`src/sv/modbus_meter_response_parser_core_macros.svh`:
```
// Assertion macros for the meter reply parser.
// Included by the top level; needs no package.
`ifndef MODBUS_METER_RESPONSE_PARSER_CORE_MACROS_SVH
`define MODBUS_METER_RESPONSE_PARSER_CORE_MACROS_SVH
`ifndef SYNTHESIS
// Same-cycle implication checked at every clock edge outside reset.
`define MMRP_ASSERT_NOW(label, ante, cons) \
   label: assert property (@(posedge clock) disable iff (reset) (ante) |-> (cons)) \
      else $error("assertion failed");
// Next-cycle implication checked at every clock edge outside reset.
`define MMRP_ASSERT_NEXT(label, ante, cons) \
   label: assert property (@(posedge clock) disable iff (reset) (ante) |=> (cons)) \
      else $error("assertion failed");
`else
`define MMRP_ASSERT_NOW(label, ante, cons)
`define MMRP_ASSERT_NEXT(label, ante, cons)
`endif
`endif

```
`src/sv/mmrp_pkg.sv`:
```
// Shared types, constants and the CRC-16/Modbus byte update for the reply parser.
// No dependencies.
`timescale 1ns / 1ps

package mmrp_pkg;

   localparam int unsigned FRAME_LEN  = 25;
   localparam int unsigned STORED_LEN = 22;
   localparam int unsigned INDEX_W    = $clog2(FRAME_LEN);

   localparam logic [7:0]  FUNC_READ_INPUT = 8'h04;
   localparam logic [7:0]  DATA_COUNT      = 8'd20;
   localparam logic [15:0] CRC_INIT        = 16'hFFFF;
   localparam logic [15:0] CRC_POLY        = 16'hA001;

   localparam logic [7:0]  SLAVE_ADDRESS_RESET = 8'd1;
   localparam logic [15:0] TIMEOUT_TICKS_RESET = 16'd1000;

   // Configuration register indexes.
   typedef enum logic [1:0] {
      REG_SLAVE_ADDRESS = 2'd0,
      REG_TIMEOUT_TICKS = 2'd1
   } reg_index_type;

   // Input commands.
   typedef enum logic [1:0] {
      CMD_BYTE = 2'd0,
      CMD_ARM  = 2'd1,
      CMD_TICK = 2'd2
   } command_type;

   // Result status codes.
   typedef enum logic [2:0] {
      ST_OK        = 3'd0,
      ST_CRC_BAD   = 3'd1,
      ST_BAD_FUNC  = 3'd2,
      ST_BAD_COUNT = 3'd3,
      ST_TIMEOUT   = 3'd4,
      ST_BUSY      = 3'd5
   } status_type;

   // One byte through the reflected CRC-16/Modbus: eight shift-and-xor steps.
   function automatic logic [15:0] crc_byte(input logic [15:0] crc, input logic [7:0] b);
      logic [15:0] c;
      c = crc ^ {8'h00, b};
      for (int i = 0; i < 8; i++) begin
         c = c[0] ? ((c >> 1) ^ CRC_POLY) : (c >> 1);
      end
      return c;
   endfunction

endpackage

```
`src/sv/mmrp_cell.sv`:
```
// One byte cell of the frame shift line.
// Depends on mmrp_pkg.
`timescale 1ns / 1ps

module mmrp_cell
   import mmrp_pkg::*;
(
   input  logic       clock,
   input  logic       shift_en,
   input  logic [7:0] byte_in,
   output logic [7:0] byte_out
);

   logic [7:0] byte_ff;
   logic [7:0] byte_in_sel;

   // Take the neighbor's byte when the line shifts, else hold.
   assign byte_in_sel = shift_en ? byte_in : byte_ff;

   always_ff @(posedge clock) begin
      byte_ff <= byte_in_sel;
   end

   assign byte_out = byte_ff;

endmodule

```
`src/sv/modbus_meter_response_parser_core.sv`:
```
// Modbus RTU reply parser for an energy meter. The block takes one request word per
// cycle while the output register is free or draining, and delivers its result in the
// next cycle; a new word is taken in the same cycle the waiting result leaves, so the
// rate is one word per cycle, set by the combinational CRC byte update and the 22-cell
// frame shift line. An arm command starts a request; the frame starts at a byte equal
// to slave_address and ends at its 25th byte with one result word. Ticks count toward
// a timeout while armed. Configuration writes are taken at any time and need no wait.
`timescale 1ns / 1ps
`include "modbus_meter_response_parser_core_macros.svh"

module modbus_meter_response_parser_core
   import mmrp_pkg::*;
(
   input  logic        clock,
   input  logic        reset,
   // Request channel
   input  logic        req_valid,
   output logic        req_ready,
   input  logic [1:0]  req_command,
   input  logic [7:0]  req_rx_byte,
   // Result channel
   output logic        rsp_valid,
   input  logic        rsp_ready,
   output logic [2:0]  rsp_status,
   output logic [15:0] rsp_voltage,
   output logic [31:0] rsp_current,
   output logic [31:0] rsp_power,
   output logic [31:0] rsp_energy,
   output logic [15:0] rsp_frequency,
   output logic [15:0] rsp_power_factor,
   output logic        rsp_alarm,
   // Configuration channel
   input  logic        csr_valid,
   output logic        csr_ready,
   input  logic [1:0]  csr_index,
   input  logic [15:0] csr_wdata
);

   logic [7:0]         slave_address_ff;
   logic [15:0]        timeout_ticks_ff;

   logic               armed_ff,       armed_in;
   logic [INDEX_W-1:0] byte_index_ff,  byte_index_in;
   logic [15:0]        running_crc_ff, running_crc_in;
   logic [15:0]        tick_count_ff,  tick_count_in;

   logic               rsp_valid_ff,   rsp_valid_in;
   logic [2:0]         status_ff;
   logic [15:0]        voltage_ff, frequency_ff, power_factor_ff;
   logic [31:0]        current_ff, power_ff, energy_ff;
   logic               alarm_ff;

   logic               req_fire;
   logic               shift_en;
   logic               frame_done;
   logic               result_now;
   status_type         result_status;
   logic [15:0]        crc_next;
   logic [15:0]        tick_next;
   logic [15:0]        tick_limit;
   logic [7:0]         cell_q [STORED_LEN];

   // Configuration is always accepted.
   assign csr_ready = 1'b1;

   always_ff @(posedge clock) begin
      if (reset) begin
         slave_address_ff <= SLAVE_ADDRESS_RESET;
         timeout_ticks_ff <= TIMEOUT_TICKS_RESET;
      end else if (csr_valid) begin
         if (csr_index == REG_SLAVE_ADDRESS) begin
            slave_address_ff <= csr_wdata[7:0];
         end
         if (csr_index == REG_TIMEOUT_TICKS) begin
            timeout_ticks_ff <= csr_wdata;
         end
      end
   end

   // A new word enters when the output register is free or being drained.
   assign req_ready = !rsp_valid_ff || rsp_ready;
   assign req_fire  = req_valid && req_ready;

   assign crc_next   = crc_byte(running_crc_ff, req_rx_byte);
   assign tick_next  = tick_count_ff + 16'd1;
   assign tick_limit = (timeout_ticks_ff == 16'd0) ? 16'd1 : timeout_ticks_ff;

   // Frame bytes 1 to 22 shift into the cell row; the oldest ends in the last cell.
   assign shift_en = req_fire && (req_command == CMD_BYTE) && armed_ff &&
                     (byte_index_ff != '0) &&
                     (byte_index_ff <= INDEX_W'(STORED_LEN));

   assign frame_done = req_fire && (req_command == CMD_BYTE) && armed_ff &&
                       (byte_index_ff == INDEX_W'(FRAME_LEN - 1));

   for (genvar k = 0; k < STORED_LEN; k++) begin : g_cell
      if (k == 0) begin : g_head
         mmrp_cell u_cell (
            .clock    (clock),
            .shift_en (shift_en),
            .byte_in  (req_rx_byte),
            .byte_out (cell_q[k])
         );
      end else begin : g_body
         mmrp_cell u_cell (
            .clock    (clock),
            .shift_en (shift_en),
            .byte_in  (cell_q[k-1]),
            .byte_out (cell_q[k])
         );
      end
   end

   // Sequencing of arm, ticks and frame bytes.
   always_comb begin
      armed_in       = armed_ff;
      byte_index_in  = byte_index_ff;
      running_crc_in = running_crc_ff;
      tick_count_in  = tick_count_ff;
      result_now     = 1'b0;
      result_status  = ST_OK;
      if (req_fire) begin
         case (req_command)
            CMD_ARM: begin
               if (armed_ff) begin
                  result_now    = 1'b1;
                  result_status = ST_BUSY;
               end else begin
                  armed_in       = 1'b1;
                  byte_index_in  = '0;
                  running_crc_in = CRC_INIT;
                  tick_count_in  = '0;
               end
            end
            CMD_TICK: begin
               if (armed_ff) begin
                  tick_count_in = tick_next;
                  if (tick_next >= tick_limit) begin
                     armed_in       = 1'b0;
                     byte_index_in  = '0;
                     running_crc_in = CRC_INIT;
                     tick_count_in  = '0;
                     result_now     = 1'b1;
                     result_status  = ST_TIMEOUT;
                  end
               end
            end
            CMD_BYTE: begin
               if (armed_ff) begin
                  if (byte_index_ff == '0) begin
                     if (req_rx_byte == slave_address_ff) begin
                        running_crc_in = crc_byte(CRC_INIT, req_rx_byte);
                        byte_index_in  = INDEX_W'(1);
                     end
                  end else if (frame_done) begin
                     armed_in       = 1'b0;
                     byte_index_in  = '0;
                     running_crc_in = CRC_INIT;
                     tick_count_in  = '0;
                     result_now     = 1'b1;
                     if (crc_next != 16'd0) begin
                        result_status = ST_CRC_BAD;
                     end else if (cell_q[STORED_LEN-1] != FUNC_READ_INPUT) begin
                        result_status = ST_BAD_FUNC;
                     end else if (cell_q[STORED_LEN-2] != DATA_COUNT) begin
                        result_status = ST_BAD_COUNT;
                     end else begin
                        result_status = ST_OK;
                     end
                  end else begin
                     running_crc_in = crc_next;
                     byte_index_in  = byte_index_ff + INDEX_W'(1);
                  end
               end
            end
            default: begin
            end
         endcase
      end
   end

   always_ff @(posedge clock) begin
      if (reset) begin
         armed_ff       <= 1'b0;
         byte_index_ff  <= '0;
         running_crc_ff <= CRC_INIT;
         tick_count_ff  <= '0;
      end else begin
         armed_ff       <= armed_in;
         byte_index_ff  <= byte_index_in;
         running_crc_ff <= running_crc_in;
         tick_count_ff  <= tick_count_in;
      end
   end

   // Output register: holds a result word until it is taken.
   assign rsp_valid_in = result_now ? 1'b1 : (rsp_ready ? 1'b0 : rsp_valid_ff);

   always_ff @(posedge clock) begin
      if (reset) begin
         rsp_valid_ff <= 1'b0;
      end else begin
         rsp_valid_ff <= rsp_valid_in;
      end
   end

   // Value fields come from the cell row; 32-bit values carry the low word first.
   always_ff @(posedge clock) begin
      if (result_now) begin
         status_ff <= result_status;
         if (result_status == ST_OK && frame_done) begin
            voltage_ff      <= {cell_q[19], cell_q[18]};
            current_ff      <= {cell_q[15], cell_q[14], cell_q[17], cell_q[16]};
            power_ff        <= {cell_q[11], cell_q[10], cell_q[13], cell_q[12]};
            energy_ff       <= {cell_q[7], cell_q[6], cell_q[9], cell_q[8]};
            frequency_ff    <= {cell_q[5], cell_q[4]};
            power_factor_ff <= {cell_q[3], cell_q[2]};
            alarm_ff        <= (cell_q[1] != 8'd0) || (cell_q[0] != 8'd0);
         end else begin
            voltage_ff      <= '0;
            current_ff      <= '0;
            power_ff        <= '0;
            energy_ff       <= '0;
            frequency_ff    <= '0;
            power_factor_ff <= '0;
            alarm_ff        <= 1'b0;
         end
      end
   end

   assign rsp_valid        = rsp_valid_ff;
   assign rsp_status       = status_ff;
   assign rsp_voltage      = voltage_ff;
   assign rsp_current      = current_ff;
   assign rsp_power        = power_ff;
   assign rsp_energy       = energy_ff;
   assign rsp_frequency    = frequency_ff;
   assign rsp_power_factor = power_factor_ff;
   assign rsp_alarm        = alarm_ff;

   // Checks on the sequencing.
   `MMRP_ASSERT_NOW(a_index_range, 1'b1, byte_index_ff <= INDEX_W'(FRAME_LEN - 1))
   `MMRP_ASSERT_NOW(a_idle_clear, !armed_ff, byte_index_ff == '0 && tick_count_ff == '0)
   `MMRP_ASSERT_NOW(a_crc_at_sync, byte_index_ff == '0, running_crc_ff == CRC_INIT)
   `MMRP_ASSERT_NEXT(a_frame_result, frame_done, rsp_valid_ff && !armed_ff)

endmodule

```
`config.mk`:
```
export PLATFORM = sky130hd
export DESIGN_NAME = modbus_meter_response_parser_core
export DESIGN_NICKNAME = d
export VERILOG_FILES = /design/src/sv/mmrp_pkg.sv /design/src/sv/mmrp_cell.sv /design/src/sv/modbus_meter_response_parser_core.sv
export VERILOG_INCLUDE_DIRS = /design/src /design/src/sv
export SDC_FILE = /design/constraint.sdc
export NUM_CORES = 1
export LEC_CHECK = 0
export ABC_AREA = 1
export BUFFER_PORTS_ARGS = -buffer_cell sky130_fd_sc_hd__buf_2
export CORE_ASPECT_RATIO = 1.5
export CORE_UTILIZATION = 50
export CTS_CLUSTER_SIZE = 40
export DETAILED_ROUTE_END_ITERATION = 12
export HOLD_SLACK_MARGIN = 0.15
export PLACE_DENSITY_LB_ADDON = 0.2
export REMOVE_ABC_BUFFERS = 1
export SYNTH_ARGS = -nofsm -noshare
export SYNTH_HDL_FRONTEND = slang
export SYNTH_SLANG_ARGS = --single-unit
```
`constraint.sdc`:
```
create_clock -name clock -period 32.9 [get_ports clock]
set_clock_uncertainty 0.05 [all_clocks]
set_input_delay 6.58 -clock clock [delete_from_list [all_inputs] [get_ports clock]]
set_output_delay 6.58 -clock clock [all_outputs]
set_load 0.01 [all_outputs]
```
### After elaboration in Yosys (flattened, before gate mapping)

Index checks and enable logic that the tools add are counted.
W data, S select, Z words.

* add/sub/neg operators: 2
* multiply operators: 0
* div/mod/pow operators: 0
* magnitude comparators: 2
* equal/unequal tests: 14
* shift-type cells: 0
* muxes and demuxes: 67
* bitwise logic cells: 18
* reduce and logical (&&, ||, !) cells: 26

Operators by type and width (count)
* $mux W16: 30
* $pmux W16 S3: 2
* $not A2 Y3: 16
* $mux W5: 7
* $add A16 B1 Y16 const B: 1
* $ge A16 B16 Y1: 1
* $logic_not A16 Y1: 1
* $not A8 Y16: 1
* $reduce_bool A16 Y1: 1
* $reduce_bool A8 Y1: 2
* $xor A16 B8 Y16: 1
* $pmux W5 S3: 1
* $mux W1: 14
* $reduce_and A7 Y1: 2
* $mux W2: 6
* $mux W3: 4
* $ne A2 B2 Y1 const B: 6
* $pmux W3 S3: 1
* $eq A8 B8 Y1: 1
* $ne A8 B3 Y1 const B: 1
* $ne A8 B5 Y1 const B: 1
* $logic_and A1 B1 Y1: 7
* $pmux W1 S3: 2
* $reduce_and A2 Y1: 3
* other kinds (14): 17

* bits in registers: 387
* bits in latches: 0
* memory bits (writable): 0
* ROM bits: 0
* input bits: 33
* word-level logic and storage cells: 166
* memories: 0

### Depth between registers and ports, before layout

Gate-level depths: netlist of run 1.

* word-level depth: 26
* gate-level depth with buffers: 24
* depth with buffers taken out: 22

### Modules after synthesis

A second synthesis of run 1 with hierarchy kept.

* cells, all modules: 1307
* area, all modules: 15716.3 um2

Modules (own cells, without submodules)
* modbus_meter_response_parser_core: times used 1, cells an instance 1131, area each 10431.3 um2, sequential area each 5705.5 um2
* mmrp_cell: times used 22, cells an instance 8, area each 240.2 um2, sequential area each 240.2 um2

### Least setup slack after synthesis of run 1

No wires, ideal clock.

* path type: in2reg
* start: in req_command[1]
* end: reg g_cell[0].g_head.u_cell.byte_ff[0], enable pin
* library setup time: 1144 ps
* data arrival time: 23674 ps
* required time: 31706 ps
* setup slack: 8033 ps
* cell stages on the path: 3
* buffers on the path: 0
* cells stage by stage: nor2_2 -> inv_1 -> nor4_1

* longest elaborated chain between the ends: 5

Ends and longest elaborated chain
* from (decl): RTL line modbus_meter_response_parser_core.sv:19 `input logic [1:0] req_command,`
* $logic_not A2 Y1: RTL line modbus_meter_response_parser_core.sv:89 `assign shift_en = req_fire && (req_command == CMD_BYTE) && armed_ff &&`
* $logic_and A1 B1 Y1 (3 in series): RTL line modbus_meter_response_parser_core.sv:89
* $logic_and A1 B1 Y1: RTL line modbus_meter_response_parser_core.sv:90 `(byte_index_ff != '0) &&`
* named net g_cell[0].g_head.u_cell.shift_en: RTL line mmrp_cell.sv:9 `input logic shift_en,`
* to (signal assigned): RTL line mmrp_cell.sv:21 `byte_ff <= byte_in_sel;`
* to (decl): RTL line mmrp_cell.sv:14 `logic [7:0] byte_ff;`

The timed path passes the listed nets, and every way through them passes these cells.
A chain may end at the register's enable or synchronous reset.

### Worst setup path after layout of run 1

* start: in rsp_ready
* end: out req_ready

* longest elaborated chain between the ends: 1

Ends and longest elaborated chain
* from (decl): RTL line modbus_meter_response_parser_core.sv:23 `input logic rsp_ready,`
* $logic_or A1 B1 Y1: RTL line modbus_meter_response_parser_core.sv:81 `assign req_ready = !rsp_valid_ff || rsp_ready;`
* to (decl): RTL line modbus_meter_response_parser_core.sv:18 `output logic req_ready,`

No other way between the ends.

==> reports/metrics.cfg, run 1 <==
[floorplan]
num_rows = 78
start_util_pct = 50.7
num_io_pins = 184
core_region_area_um2 = 30200
die_h_um = 216
die_w_um = 145
die_area_um2 = 31300

[place]
place_ws_ps = 19320
gp_congestion = 0.891
port-buffer-count = 182
dpl-instance-area_um2 = 16500
hpwl_um = 18400
dpl.cell_count = 1838

[yosys]
ys_seq_elements = 387
synth.avg_cell_area_um2 = 11.8
synth.top_cell.area_share_pct = 63.6
synth_cell_type_count = 38
synthTopCellsByArea = edfxtp_1, dfxtp_1, inv_1, nand2_1, nor2_1
synth_top_area_cell = edfxtp_1
yosys_warnings = 0
synth.cell_area_um2 = 15300
syn_inst = 1291
ys_seq_area_share_pct = 71.9

[layout]
fin_nets = 1531
layout.cells.non_filler = 1903
area_delta_synth_final_pct = 15.5
antenna_cells = 0
layout_commonest_cell = edfxtp_1
design_area_um2 = 17700
drive_gt1_share_pct = 21.1
most-common-layout-cells = edfxtp_1, inv_1, nand2_1, buf_2, nor2_1
fin_util_pct = 58.6

[grt]
grt_max_degree = 177
grt_pass1_vias = 8690
grt_remaining_overflow = 0
track_usage_pct = 18.2
antenna_found_initial = 0
grt_pass1_wl_um = 43300

[sta]
setup_viol = 0
worst_slack_ps = 19330
drv_slew = 0
rsz0062_at_grt = false
final.min_clock_period_ps = 13570
fin_crit_sh_pct = 41.3
fin_setup_tns_ps = 0
fin_hold_ws_ps = 390
maxSlewHeadroom_pct = 34.2
hold_viol_final = 0
tightest_slew_ps = 987
fmaxAchievable_ghz = 0.0737

[worst_setup_path]
r2r-end = rsp_frequency[5]
arrival_ps = 6940
timing.critical_path.to = req_ready
crit_fanout = 3
crit-reg2reg-launch = tick_count_ff[0]
required_ps = 26270
worst_setup_path_end_kind = output pin
path_class = in -> out
cp-startpoint = rsp_ready
reg2reg_slack_ps = 28140
reg2reg_depth = 17
cp-start-kind = primary input

[routing]
wl_per_cell_um = 14.5
wirelength_um = 27600
vias_per_cell = 4.78
first_pass_iters = 5
antenna_left = 0
route.detailed.drc = 0
drt_iter0_markers = 583
vias = 9092

[clock_tree]
ctsLongestPathBuffers = 3
cts_resized = 0
ctsHtreeMaxLevel = 2
cts_made_buffers = 37
cts_tree = built
clockRootBuffer = clkbuf_16
cts_hold_buf = 0
clock_latency_ps = 520
postCtsSetupBuffers = 0
clkSinkCount = 387
cts.clk_slew.worst_paths_ps = 60

[power]
finalPower_mw = 0.976
vdd_drop_max_uv = 43.6
leakagePower_nw = 7.60
power.density_nw_per_um2 = 55.3

[status]
status = completed

[hold_path]
min_path_type = reg -> reg

[run]
cap_violations = 0

==> per-layer routing <==
layer | up-vias | track usage (%) | share of wire, %
met3 | 67 | 2.89 | 4.0
li1 | 4572 | - | -
met1 | 4226 | 20.9 | 39
met4 | 0 | 9.16 | 4.2
met5 | - | 0 | 0
met2 | 227 | 32.3 | 52
==> sequential cells by signal, indices dropped and copies added (netlist names) <==
| signal | cells |
|---|---|
| slave_address_ff | 8 |
| rsp_power | 32 |
| rsp_power_factor | 16 |
| byte_index_ff | 5 |
| armed_ff | 1 |
| rsp_valid | 1 |
| rsp_status | 3 |
| timeout_ticks_ff | 16 |
| rsp_voltage | 16 |
| rsp_energy | 32 |
| rsp_alarm | 1 |
| rsp_frequency | 16 |
| g_cell.g_body.u_cell.byte_out | 168 |
| rsp_current | 32 |
| tick_count_ff | 16 |
| running_crc_ff | 16 |
| g_cell.g_head.u_cell.byte_out | 8 |
==> worst min path at each step <==
stage	from	to	slack (ps)	cells past startpoint
2_1_floorplan	g_cell[9].g_body.u_cell.byte_out[0]	g_cell[10].g_body.u_cell.byte_out[0]	380	0
3_3_place_gp	g_cell[20].g_body.u_cell.byte_out[3]	g_cell[21].g_body.u_cell.byte_out[3]	380	0
3_5_place_dp	g_cell[15].g_body.u_cell.byte_out[4]	g_cell[16].g_body.u_cell.byte_out[4]	380	0
4_1_cts	g_cell[15].g_body.u_cell.byte_out[4]	g_cell[16].g_body.u_cell.byte_out[4]	400	0
5_1_grt	g_cell[5].g_body.u_cell.byte_out[1]	g_cell[6].g_body.u_cell.byte_out[1]	400	0
6_report	g_cell[5].g_body.u_cell.byte_out[1]	g_cell[6].g_body.u_cell.byte_out[1]	390	0
==> logic make-up after synthesis <==
group / Yosys count / share of synthesized area [%]
XOR/XNOR: 31 / 1.78
flip-flops: 387 / 71.9
other: 1 / 0.0245
adder cells (fa/ha/maj): 21 / 1.72
AND/OR/NAND/NOR: 479 / 13.7
buffers and inverters: 263 / 7.15
AO/OA/AOI/OAI: 109 / 3.81
==> worst max-delay path, stage by stage <==
cell and delay, ps:
buf_2 90, inv_1 60, nand2_1 70, buf_2 140
==> cell usage after synthesis <==
library cell  number
nand2_1          204
ha_1              21
o41ai_1            1
nand4_1           14
or2_2              2
conb_1             1
a21oi_1           57
nand2_2            6
o211ai_1           6
o21bai_1           1
nor2_1           151
xnor2_1            6
xor2_1            25
nor2_4             2
inv_2              9
buf_4              5
a22oi_1            2
inv_1            215
nand3_2            1
buf_8              6
buf_2             16
and2_1             1
dfxtp_1           63
edfxtp_1         324
nand3_1           28
o21ai_1            8
a21oi_2            1
nor2_2            53
nor4_1             8
and3_1             1
o21a_1             1
nor3_1             5
a21boi_1           2
nand3b_1           2
clkbuf_1          11
clkinv_1           1
nand2_4            1
o21ai_0           30
==> report_power, final <==
group	leakage (nW)	switching, mW	internal (mW)
logic	3.41	0.0270	0.0128
clock network	0.550	0.176	0.227
registers	3.64	0.00320	0.530
==> area by class of cell <==
cell class | count | area, um2
clock inverters | 24 | 186
clock buffers | 41 | 962
multi-input cells | 641 | 3220
fillers | 2480 | 12500
inverters | 225 | 850
repair buffers | 185 | 946
flip-flops and latches | 387 | 11000
well taps | 400 | 500
Power figures use the tool's default switching activity.
==> inputs of run 2 (changes only) <==
==> constraint.sdc (replaced) <==
create_clock -name clock -period 11.54 [get_ports clock]
set_clock_uncertainty 0.05 [all_clocks]
set_input_delay 2.308 -clock clock [delete_from_list [all_inputs] [get_ports clock]]
set_output_delay 2.308 -clock clock [all_outputs]
set_load 0.01 [all_outputs]
==> run 2 against run 1 <==
Combinational power grew to 2.8 times the previous value. Critical path type is now in -> reg. Final cell count is 0.11% lower. Utilization is 0.10 points lower. Via count is 0.42% lower. Critical path depth is 17 higher. Sequential share of layout area is 0.11 points higher. Clock-buffer cell count stayed put. Total power grew to 2.8 times the previous value.
==> reports/metrics.cfg, run 2 (synthesized netlist as in run 1, its figures left out) <==
[status]
status = completed

[floorplan]
core_region_area_um2 = 30200
die_w_um = 145
num_rows = 78
die_area_um2 = 31300
num_io_pins = 184
die_h_um = 216
start_util_pct = 50.7

[grt]
grt_max_degree = 146
grt_remaining_overflow = 0
grt_pass1_vias = 8619
grt_pass1_wl_um = 43000
antenna_found_initial = 0
track_usage_pct = 18.0

[sta]
hold_viol_final = 0
tightest_slew_ps = 1140
drv_slew = 0
final.min_clock_period_ps = 5440
maxSlewHeadroom_pct = 23.9
fin_crit_sh_pct = 47.1
rsz0062_at_grt = false
fmaxAchievable_ghz = 0.184
worst_slack_ps = 6100
setup_viol = 0

[place]
port-buffer-count = 182
dpl-instance-area_um2 = 16500
hpwl_um = 18500
gp_congestion = 0.882
place_ws_ps = 5630

[layout]
fill_cells = 2420
drive_gt1_share_pct = 20.9
fin_nets = 1531
most-common-layout-cells = edfxtp_1, inv_1, nand2_1, buf_2, nor2_1
largest_reg_flops = 168
fin_util_pct = 58.5
design_area_um2 = 17600
area_delta_synth_final_pct = 15.3
layout_commonest_cell = edfxtp_1
antenna_cells = 0

[clock_tree]
cts.clk_slew.worst_paths_ps = 60
ctsLongestPathBuffers = 3
clock_latency_ps = 520
cts_hold_buf = 0
clockRootBuffer = clkbuf_16
cts_tree = built
ctsHtreeMaxLevel = 2
cts_resized = 0
postCtsSetupBuffers = 0
clkSinkCount = 387
cts_made_buffers = 36

[power]
vdd_drop_max_uv = 123
finalPower_mw = 2.77
power.density_nw_per_um2 = 157
leakagePower_nw = 7.61

[worst_setup_path]
cp-start-kind = primary input
r2r-end = rsp_power_factor[0]
required_ps = 11710
reg2reg_depth = 17
cp-startpoint = req_rx_byte[5]
crit-reg2reg-launch = tick_count_ff[0]
worst_setup_path_end_kind = register
timing.critical_path.to = rsp_frequency[10]
crit_fanout = 145
reg2reg_slack_ps = 6810
path_class = in -> reg
arrival_ps = 5600

[routing]
first_pass_iters = 4
vias_per_cell = 4.76
wl_per_cell_um = 14.4
vias = 9054
drt_iter0_markers = 601
wirelength_um = 27400
route.detailed.drc = 0
antenna_left = 0

[hold_path]
min_path_type = reg -> reg

[run]
cap_violations = 0

[run 2: stage by stage]
step | hold slack, ps | setup TNS, ps | std cells
global route | 390 | 0 | 1901
global placement | 379 | 0 | 1839
CTS | 383 | 0 | 1901
finish | 382 | 0 | 1901
floorplan | 376 | -1593720 | 1253
detailed placement | 382 | 0 | 1839
[run 2: where the power goes]
group,switching (mW),leakage [nW],internal [mW]
clock,0.489,0.552,0.648
combinational,0.0762,3.42,0.0362
sequential,0.00974,3.64,1.51
[run 2: area by class of cell]
class | instances | area [um2] | share of cell area [%]
timing repair buffer | 186 | 941 | 5.34
clock inverter | 21 | 193 | 1.09
sequential | 387 | 11000 | 62.3
inverter | 225 | 850 | 4.82
tap | 400 | 500 | 2.84
multi-input combinational | 641 | 3220 | 18.3
clock buffer | 41 | 930 | 5.27
[run 2: worst min-delay path by stage]
stage,start,slack [ps],cells after the start,end
5_1_grt,g_cell[4].g_body.u_cell.byte_out[7],390,0,g_cell[5].g_body.u_cell.byte_out[7]
2_1_floorplan,g_cell[9].g_body.u_cell.byte_out[0],380,0,g_cell[10].g_body.u_cell.byte_out[0]
3_3_place_gp,g_cell[1].g_body.u_cell.byte_out[5],380,0,g_cell[2].g_body.u_cell.byte_out[5]
3_5_place_dp,g_cell[9].g_body.u_cell.byte_out[4],380,0,g_cell[10].g_body.u_cell.byte_out[4]
4_1_cts,g_cell[9].g_body.u_cell.byte_out[4],380,0,g_cell[10].g_body.u_cell.byte_out[4]
6_report,g_cell[7].g_body.u_cell.byte_out[2],380,0,g_cell[8].g_body.u_cell.byte_out[2]
[run 2: routing by layer]
layer	track usage, %	vias to the layer above	routed length, um	part of all wire [%]
met3	2.96	60	1220	4.5
met5	0	-	0	0
li1	-	4577	-	-
met4	9.09	0	1170	4.3
met1	20.7	4188	11000	40
met2	31.8	229	14100	51
[run 2: critical path, stage by stage]
cell and delay [ps]:
buf_2 140, inv_2 90, nand2_1 50, nand2_1 70
nand2_1 60, nand2_1 140, xor2_1 170, inv_1 70
or2_2 280, and2_1 140, ha_1 300, nor2_1 100
nor2_1 60, nor2_1 110, nand2_1 70, nor2_2 130
nand3_1 100, a21oi_2 160, nor2_2 80, nand2_8 630
nor2_1 110
==> inputs of run 3 (changes only) <==
--- a/config.mk
+++ b/config.mk
@@ -6,7 +6,7 @@
 export SDC_FILE = /design/constraint.sdc
 export NUM_CORES = 1
 export LEC_CHECK = 0
-export ABC_AREA = 1
+export ABC_AREA = 0
 export BUFFER_PORTS_ARGS = -buffer_cell sky130_fd_sc_hd__buf_2
 export CORE_ASPECT_RATIO = 1.5
 export CORE_UTILIZATION = 50
==> constraint.sdc (replaced) <==
create_clock -name clock -period 5.35 [get_ports clock]
set_clock_uncertainty 0.05 [all_clocks]
set_input_delay 1.07 -clock clock [delete_from_list [all_inputs] [get_ports clock]]
set_output_delay 1.07 -clock clock [all_outputs]
set_load 0.01 [all_outputs]
==> run 3 against run 2 <==
Utilization rose by 0.97 points. Worst hold slack gained 3.8 ps. Sequential share of layout area increased by 0.59 points. Via count fell by 8.3%. Die area is 2.4% lower. Cell area down 0.94%. Non-clock buffer count increased by 14.
==> reports/metrics.cfg, run 3 <==
[layout]
fin_nets = 1240
fill_cells = 2271
area_delta_synth_final_pct = 17.0
drive_gt1_share_pct = 23.4
largest_reg_flops = 168
fin_util_pct = 59.4
antenna_cells = 0
most-common-layout-cells = edfxtp_1, buf_2, and2_1, dfxtp_1, nand2_1
layout_commonest_cell = edfxtp_1

[clock_tree]
cts_made_buffers = 36
clock_latency_ps = 520
clockRootBuffer = clkbuf_16
cts_resized = 0
cts.clk_slew.worst_paths_ps = 60
ctsHtreeMaxLevel = 2
postCtsSetupBuffers = 0
clkSinkCount = 387
cts_tree = built
cts_hold_buf = 0
ctsLongestPathBuffers = 3

[grt]
grt_max_degree = 66
grt_remaining_overflow = 0
grt_pass1_wl_um = 42200
grt_pass1_vias = 7946
antenna_found_initial = 0
track_usage_pct = 18.2

[routing]
vias_per_cell = 5.17
route.detailed.drc = 0
antenna_left = 0
drt_iter0_markers = 440
vias = 8303
first_pass_iters = 5
wl_per_cell_um = 16.8
wirelength_um = 27000

[power]
power.density_nw_per_um2 = 343
leakagePower_nw = 6.16
vdd_drop_max_uv = 232

[yosys]
synth_top_area_cell = edfxtp_1
synth_top_flop_cell = edfxtp_1
synth.cell_area_um2 = 14900
synth-compound-area-share_pct = 5.44
synth.avg_cell_area_um2 = 15.0
synth_xor_area_share_pct = 3.75
synth_top_family_by_area = simple AND/OR/NAND/NOR gates
synth_cell_type_count = 68
yosys_warnings = 0
syn_inst = 995
post-synth-top-count-cell = edfxtp_1
synth_commonest_cells = edfxtp_1, and2_1, dfxtp_1
synth_mux_area_share_pct = 0.612
synthTopCellsByArea = edfxtp_1, dfxtp_1, and2_1, xnor2_1, ha_1
ys_seq_area_share_pct = 73.7
yosys.area_share.adder_pct = 1.76
synth.top_cell.area_share_pct = 65.2
synth_edf_count = 324
synthArstFlopShare_pct = 0
ys_seq_elements = 387
synth-simple-area-share_pct = 12.3

[floorplan]
die_w_um = 143
start_util_pct = 50.8
die_area_um2 = 30500
num_io_pins = 184
die_h_um = 214
core_region_area_um2 = 29400
num_rows = 77

[worst_setup_path]
path_class = reg -> reg
max_stage_delay_ps = 480
cp-start-kind = register
worst_setup_path_end_kind = register
arrival_ps = 4720
crit_fanout = 51
crit_chain = and3_1, and3_1, nand4_1, or3_1, xnor2_1, ha_1, nand4_1, o41ai_1, a41oi_1, o21ai_0, a31oi_1, inv_6, buf_12
required_ps = 5510
slowest_stage = or3_1

[sta]
setup_viol = 0
fmaxAchievable_ghz = 0.219
drv_slew = 0
maxSlewHeadroom_pct = 36.1
fin_crit_sh_pct = 85.2
fin_setup_tns_ps = 0
rsz0062_at_grt = false
hold_viol_final = 0
final.min_clock_period_ps = 4560
fin_hold_ws_ps = 386
tightest_slew_ps = 958

[place]
gp_congestion = 0.874
hpwl_um = 18400
port-buffer-count = 182

[run]
cap_violations = 0

[hold_path]
min_path_type = reg -> reg

[status]
status = completed

==> run 3: cell types whose count changed after synthesis, moves of 37 or more <==
| cell | previous run | this run |
|---|---|---|
| and2_1 | 1 | 131 |
| inv_1 | 215 | 25 |
| nand2_1 | 204 | 53 |
| nor2_1 | 151 | 22 |
| nor2_2 | 53 | 0 |
| xnor2_1 | 6 | 43 |
==> run 3: worst paths after layout <==
check	endpoint	slack, ps	from	depth (start not counted)
setup / recovery	rsp_power_factor[4]	790	tick_count_ff[2]	13
hold / removal	g_cell[5].g_body.u_cell.byte_out[0]	390	g_cell[4].g_body.u_cell.byte_out[0]	0
setup reg to reg	rsp_power_factor[4]	790	tick_count_ff[2]	13
hold reg to reg	g_cell[5].g_body.u_cell.byte_out[0]	390	g_cell[4].g_body.u_cell.byte_out[0]	0
==> run 3: per-layer routing <==
metal	GRT usage, %	wire (um)	part of all wire (%)	vias up
met2	31.9	14000	52	208
met1	21.8	10700	40	4003
met3	3.35	1260	4.6	66
met4	8.01	1010	3.7	0
li1	-	-	-	4026
met5	0	0	0	-
==> run 3: report_power, final <==
| part | switching [mW] | internal, mW |
|---|---|---|
| logic | 0.134 | 0.0871 |
| clock network | 1.06 | 1.43 |
| registers | 0.0169 | 3.26 |
| total | 1.21 | 4.77 |
==> run 3: worst max-delay path, delay by kind of cell (launching register included) <==
kind	cells	cell delay, ps
buffers and inverters	2	750
adder cells (fa/ha/maj)	1	330
XOR/XNOR	1	180
flip-flops	1	400
AO/OA/AOI/OAI	4	1030
AND/OR/NAND/NOR	5	1450
==> run 3: cell families (layout without fill, tap and decap cells) <==
group / after synthesis / count (layout)
other: 1 / 1
flip-flops: 387 / 387
AND/OR/NAND/NOR: 319 / 319
XOR/XNOR: 59 / 59
multiplexers: 9 / 9
adder cells (fa/ha/maj): 21 / 21
AO/OA/AOI/OAI: 126 / 126
buffers and inverters: 73 / 290
==> run 3: cell type report <==
cell class | count | area (um2) | area share, %
clock buffers | 45 | 998 | 5.72
clock inverters | 19 | 158 | 0.903
inverters | 26 | 103 | 0.588
multi-input cells | 535 | 3570 | 20.5
flip-flops and latches | 387 | 11000 | 62.9
well taps | 395 | 494 | 2.83
repair buffers | 200 | 1150 | 6.56
==> run 3: per-stage QoR <==
step	area [um2]	cells	total power, mW	setup WS [ps]
after global placement	16300	1543	3.56	828
after detailed placement	16300	1543	3.56	770
after floorplan	14700	948	3.47	-870
after CTS	17500	1607	6.06	759
final	17500	1607	5.98	791
after global routing	17500	1607	6.17	430
